File: src/design/prfp_pkg.sv
// ----------------------------------------------------------------------------
// prfp_pkg - shared constants and types for the pulse rate block
// widths, register map, reset values and window limits
// ----------------------------------------------------------------------------
package prfp_pkg;

	// sample path
	localparam int SAMPLE_BITS = 24;
	localparam int IN_TDATA_BITS = ((SAMPLE_BITS + 7) / 8) * 8;

	// window
	localparam int WINDOW_MAX = 1024;
	localparam int WINDOW_MIN = 3;
	localparam int POS_BITS = $clog2(WINDOW_MAX);
	localparam int LEN_BITS = POS_BITS + 1;

	// register widths
	localparam int GAIN_BITS = 17;
	localparam int THR_BITS = 24;
	localparam int WLEN_BITS = 11;
	localparam int RGAIN_BITS = 16;
	localparam int LIMIT_BITS = 25;

	// compare width for the window length clamp
	localparam int CMP_BITS = (LEN_BITS > WLEN_BITS) ? LEN_BITS : WLEN_BITS;

	// q16 filter
	localparam int Q16_SHIFT = 16;
	localparam logic [GAIN_BITS-1:0] Q16_ONE = GAIN_BITS'(65536);

	// results
	localparam int PEAK_BITS = 9;
	localparam logic [PEAK_BITS-1:0] PEAK_MAX = '1;
	localparam int RATE_BITS = PEAK_BITS + RGAIN_BITS;
	localparam int OUT_FIELD_BITS = PEAK_BITS + RATE_BITS;
	localparam int OUT_TDATA_BITS = ((OUT_FIELD_BITS + 7) / 8) * 8;

	// configuration port
	localparam int APB_DATA_BITS = 32;
	localparam int APB_ADDR_BITS = 5;
	localparam int REG_IDX_BITS = 3;
	localparam logic [REG_IDX_BITS-1:0] REG_FILTER_GAIN = 3'd0;
	localparam logic [REG_IDX_BITS-1:0] REG_PEAK_THRESHOLD = 3'd1;
	localparam logic [REG_IDX_BITS-1:0] REG_WINDOW_LENGTH = 3'd2;
	localparam logic [REG_IDX_BITS-1:0] REG_RATE_GAIN = 3'd3;
	localparam logic [REG_IDX_BITS-1:0] REG_HIGH_RATE_LIMIT = 3'd4;

	// reset values
	localparam logic [GAIN_BITS-1:0] FILTER_GAIN_RST = GAIN_BITS'(6554);
	localparam logic [THR_BITS-1:0] PEAK_THRESHOLD_RST = THR_BITS'(1000);
	localparam logic [WLEN_BITS-1:0] WINDOW_LENGTH_RST = WLEN_BITS'(200);
	localparam logic [RGAIN_BITS-1:0] RATE_GAIN_RST = RGAIN_BITS'(108);
	localparam logic [LIMIT_BITS-1:0] HIGH_RATE_LIMIT_RST = LIMIT_BITS'(10000);

	typedef logic [SAMPLE_BITS-1:0] sample_t;
	typedef logic [GAIN_BITS-1:0] gain_t;

endpackage

File: src/design/prfp_ema.sv
// ----------------------------------------------------------------------------
// prfp_ema - q16 exponential low-pass step
// y = prev + floor(g * (x - prev) / 65536), gain clamped to one
// ----------------------------------------------------------------------------
module prfp_ema (
	input  prfp_pkg::sample_t sample,
	input  prfp_pkg::sample_t prev,
	input  prfp_pkg::gain_t   gain,
	output prfp_pkg::sample_t filtered
);

	localparam int DIFF_BITS = prfp_pkg::SAMPLE_BITS + 1;
	localparam int GS_BITS = prfp_pkg::GAIN_BITS + 1;
	localparam int PROD_BITS = GS_BITS + DIFF_BITS;
	localparam int SUM_BITS = PROD_BITS - prfp_pkg::Q16_SHIFT;

	prfp_pkg::gain_t               gain_c;
	logic signed [GS_BITS-1:0]     gain_s;
	logic signed [DIFF_BITS-1:0]   diff;
	logic signed [PROD_BITS-1:0]   prod;
	logic signed [SUM_BITS-1:0]    step;
	logic signed [SUM_BITS-1:0]    prev_s;
	logic signed [SUM_BITS-1:0]    sum;

	// g*x + (1-g)*prev rewritten so that one multiplier does the work
	always_comb begin
		gain_c = (gain > prfp_pkg::Q16_ONE) ? prfp_pkg::Q16_ONE : gain;
		gain_s = signed'({1'b0, gain_c});
		diff = signed'({1'b0, sample}) - signed'({1'b0, prev});
		prod = PROD_BITS'(gain_s) * PROD_BITS'(diff);
		// arithmetic shift gives the floor for negative steps
		step = prod[PROD_BITS-1:prfp_pkg::Q16_SHIFT];
		prev_s = signed'({{(SUM_BITS - prfp_pkg::SAMPLE_BITS){1'b0}}, prev});
		sum = prev_s + step;
	end

	assign filtered = sum[prfp_pkg::SAMPLE_BITS-1:0];

endmodule

File: config.mk
export PLATFORM = sky130hd
export DESIGN_NAME = prfp_ema
export DESIGN_NICKNAME = d
export VERILOG_FILES = /design/src/design/prfp_pkg.sv /design/src/design/prfp_ema.sv
export SDC_FILE = /design/constraint.sdc
export NUM_CORES = 1
export LEC_CHECK = 0
export BUFFER_PORTS_ARGS = -buffer_cell sky130_fd_sc_hd__buf_4
export CORE_ASPECT_RATIO = 1.75
export CORE_UTILIZATION = 40
export DETAILED_ROUTE_END_ITERATION = 7
export GPL_ROUTABILITY_DRIVEN = 0
export PLACE_DENSITY = 0.66
export SYNTH_ARGS = -nofsm -noshare
export SYNTH_HDL_FRONTEND = slang
export SYNTH_SLANG_ARGS = --single-unit
File: constraint.sdc
create_clock -name vclk -period 20.5
set_clock_uncertainty 0.2 [all_clocks]
set_input_delay 2.05 -clock vclk [all_inputs]
set_output_delay 2.05 -clock vclk [all_outputs]
set_load 0.02 [all_outputs]
==> summary.txt <==
DRC = 0
number of iterations in the first detailed-routing pass = 6
number of design-rule violations left by the first detailed-router iteration = 722
remaining antenna violation count = 0
sequential cells = 0
pin count of the biggest net entering global routing = 27
vertical die dimension = 271.1 um
number of hold buffers added after cts = 0
layout cells sized above 1 = 8.228%
diode count = 0
share of the synthesized area in the top cell type = 47.89%
mean instance size in the synthesized netlist = 8.310 um^2
final-layout clock buffer total = 0
Congestion Overflow GR = 0
Most common cell on crit path = sky130_fd_sc_hd__fa_1
most frequently used cell type in the post-synthesis netlist = sky130_fd_sc_hd__inv_1
Final Hold Vio Count = 0
detail-routed via count per cell = 5.232
Total GRT Usage = 25.29%
number of warnings reported in the yosys synthesis log = 0
cells resized by post-CTS repair = 0
largest area contributor in the synthesized netlist = sky130_fd_sc_hd__fa_1
number of port buffers = 89
total area of sequential cells = 0 um^2
Initial Utilization = 40.54%
worst slew margin relative to its limit = 28.15%
largest cells by area after synthesis = sky130_fd_sc_hd__fa_1 (48%), sky130_fd_sc_hd__inv_1 (12%), sky130_fd_sc_hd__ha_1 (11%), sky130_fd_sc_hd__nor2_1 (5.9%), sky130_fd_sc_hd__nand2_1 (4.6%)
Worst Path Arrival = 13140 ps
Nets = 2660
Mapped Area = 16550 um^2
vias in the first global route = 15492
status = finished clean
detail-routed net length per standard cell = 19.46 um
Die Footprint = 42230 um^2
WP data required = 18250 ps
final-report setup violation count = 0
via count = 13625
shortest period the worst path allows = 15390 ps
commonest cells in the synthesized netlist = sky130_fd_sc_hd__inv_1 (540), sky130_fd_sc_hd__fa_1 (396), sky130_fd_sc_hd__nor2_1 (259)
portion of the post-synthesis area used by sequential elements = 0%
fin. max-slew vios = 0
summed negative setup slack over all endpoints = 0 ps
combined area of the multi-input logic cells = 14280 um^2
transition time at the pin with the least slew margin = 1073 ps
Crit-path slowest cell = sky130_fd_sc_hd__a2111oi_0
synthesized netlist cell count = 1992
endpoint type of the worst setup path = output port
# Max-Cap Violations = 0
top-level port count = 89
Startpoint Class = primary input
depth of the worst hold-timing path = 3
Area Overhead vs Synth = 8.292%
highest net fanout along the worst path = 11
period utilisation layout = 75.08%
# Post-CTS Setup Buffers = 0
total wire length = 50.66 mm
origin of the worst setup path = prev[1]
placed wire-length estimate = 43.45 mm
peak clock frequency supported by timing = 64.97 MHz
setup repair after global routing missed its margin = no
Hold Startpoint = prev[0]
Filler Cells Inserted = 4082
number of rows created at floorplan = 98
worst min-delay path category = primary input to output port
global-route wire length before repair = 81.03 mm
antenna violations before repair = 1
longest individual stage delay on the worst path = 620 ps
WS Path Type = primary input to output port
die extent in x = 155.8 um
Unique masters post-synth = 67
standard cell core area = 40830 um^2
Post-Synthesis Net Count = 2596
==> cell type report <==
cell class / instances / share of cell area (%)
well taps: 550 / 3.839
multi-input cells: 1390 / 79.66
inverters: 540 / 11.31
repair buffers: 124 / 5.193
==> layout by cell type (no fill, tap or decap), types with 6 or more instances in the layout <==
cell type                  count
sky130_fd_sc_hd__ha_1        143
sky130_fd_sc_hd__nor2_1      259
sky130_fd_sc_hd__nor4_1        6
sky130_fd_sc_hd__o21a_1       12
sky130_fd_sc_hd__nand2b_1     13
sky130_fd_sc_hd__fa_1        396
sky130_fd_sc_hd__and2_1       10
sky130_fd_sc_hd__a211oi_1      6
sky130_fd_sc_hd__nor2b_1      13
sky130_fd_sc_hd__nor3_1       11
sky130_fd_sc_hd__o21ai_0      29
sky130_fd_sc_hd__nor2_2       12
sky130_fd_sc_hd__nand2_1     203
sky130_fd_sc_hd__buf_4       124
sky130_fd_sc_hd__and3_1       17
sky130_fd_sc_hd__xor2_1       29
sky130_fd_sc_hd__inv_1       540
sky130_fd_sc_hd__xnor2_1      58
sky130_fd_sc_hd__a21oi_1      50
sky130_fd_sc_hd__or2_2         7
sky130_fd_sc_hd__a21o_1       25
sky130_fd_sc_hd__nand3_1      17
==> layer usage <==
layer  share of wire (%)  routed length, um  vias to the layer above  global-route usage [%]
met4                  12               5869                        0                   22.60
met1                  29              14590                     6735                   23.12
met5                   0                  0                        -                       0
met3                 6.6               3353                      310                   4.373
li1                    -                  -                     5967                       -
met2                  53              26850                      613                   46.88
==> kinds of logic (layout without fill, tap and decap cells) <==
kind of cell	after synthesis	in the layout	synth area share, %
compound gates	174	174	7.445
fa+ha+maj	539	539	58.70
simple gates	588	588	15.24
xor+xnor	89	89	4.822
buf+inv	602	664	13.79
==> stage by stage <==
| stage | setup slack [ps] | instances | utilization [%] | cell area [um^2] | hold slack, ps |
|---|---|---|---|---|---|
| after floorplan | 6985 | 1992 | - | 16550 | 4110 |
| after global placement | 5617 | 2604 | 43.90 | 17930 | 4239 |
| after detailed placement | 5335 | 2604 | 43.90 | 17930 | 4241 |
| after CTS | 5302 | 2604 | 43.90 | 17930 | 4245 |
| after global routing | 4550 | 2604 | 43.90 | 17930 | 4251 |
| final | 5108 | 2604 | 43.90 | 17930 | 4240 |
==> worst max-delay path: cells and delay by family <==
kind,cells,cell delay [ps]
AO/OA/AOI/OAI,15,4430
XOR/XNOR,5,970
adder cells (fa/ha/maj),9,3910
buffers and inverters,8,800
AND/OR/NAND/NOR,6,950
==> final timing paths <==
kind           end  slack [ps]
max   filtered[23]        5110
min    filtered[0]        4240
Power is not shown: default switching activity piles up to over one toggle a cycle in this logic, so the estimate is an artifact.
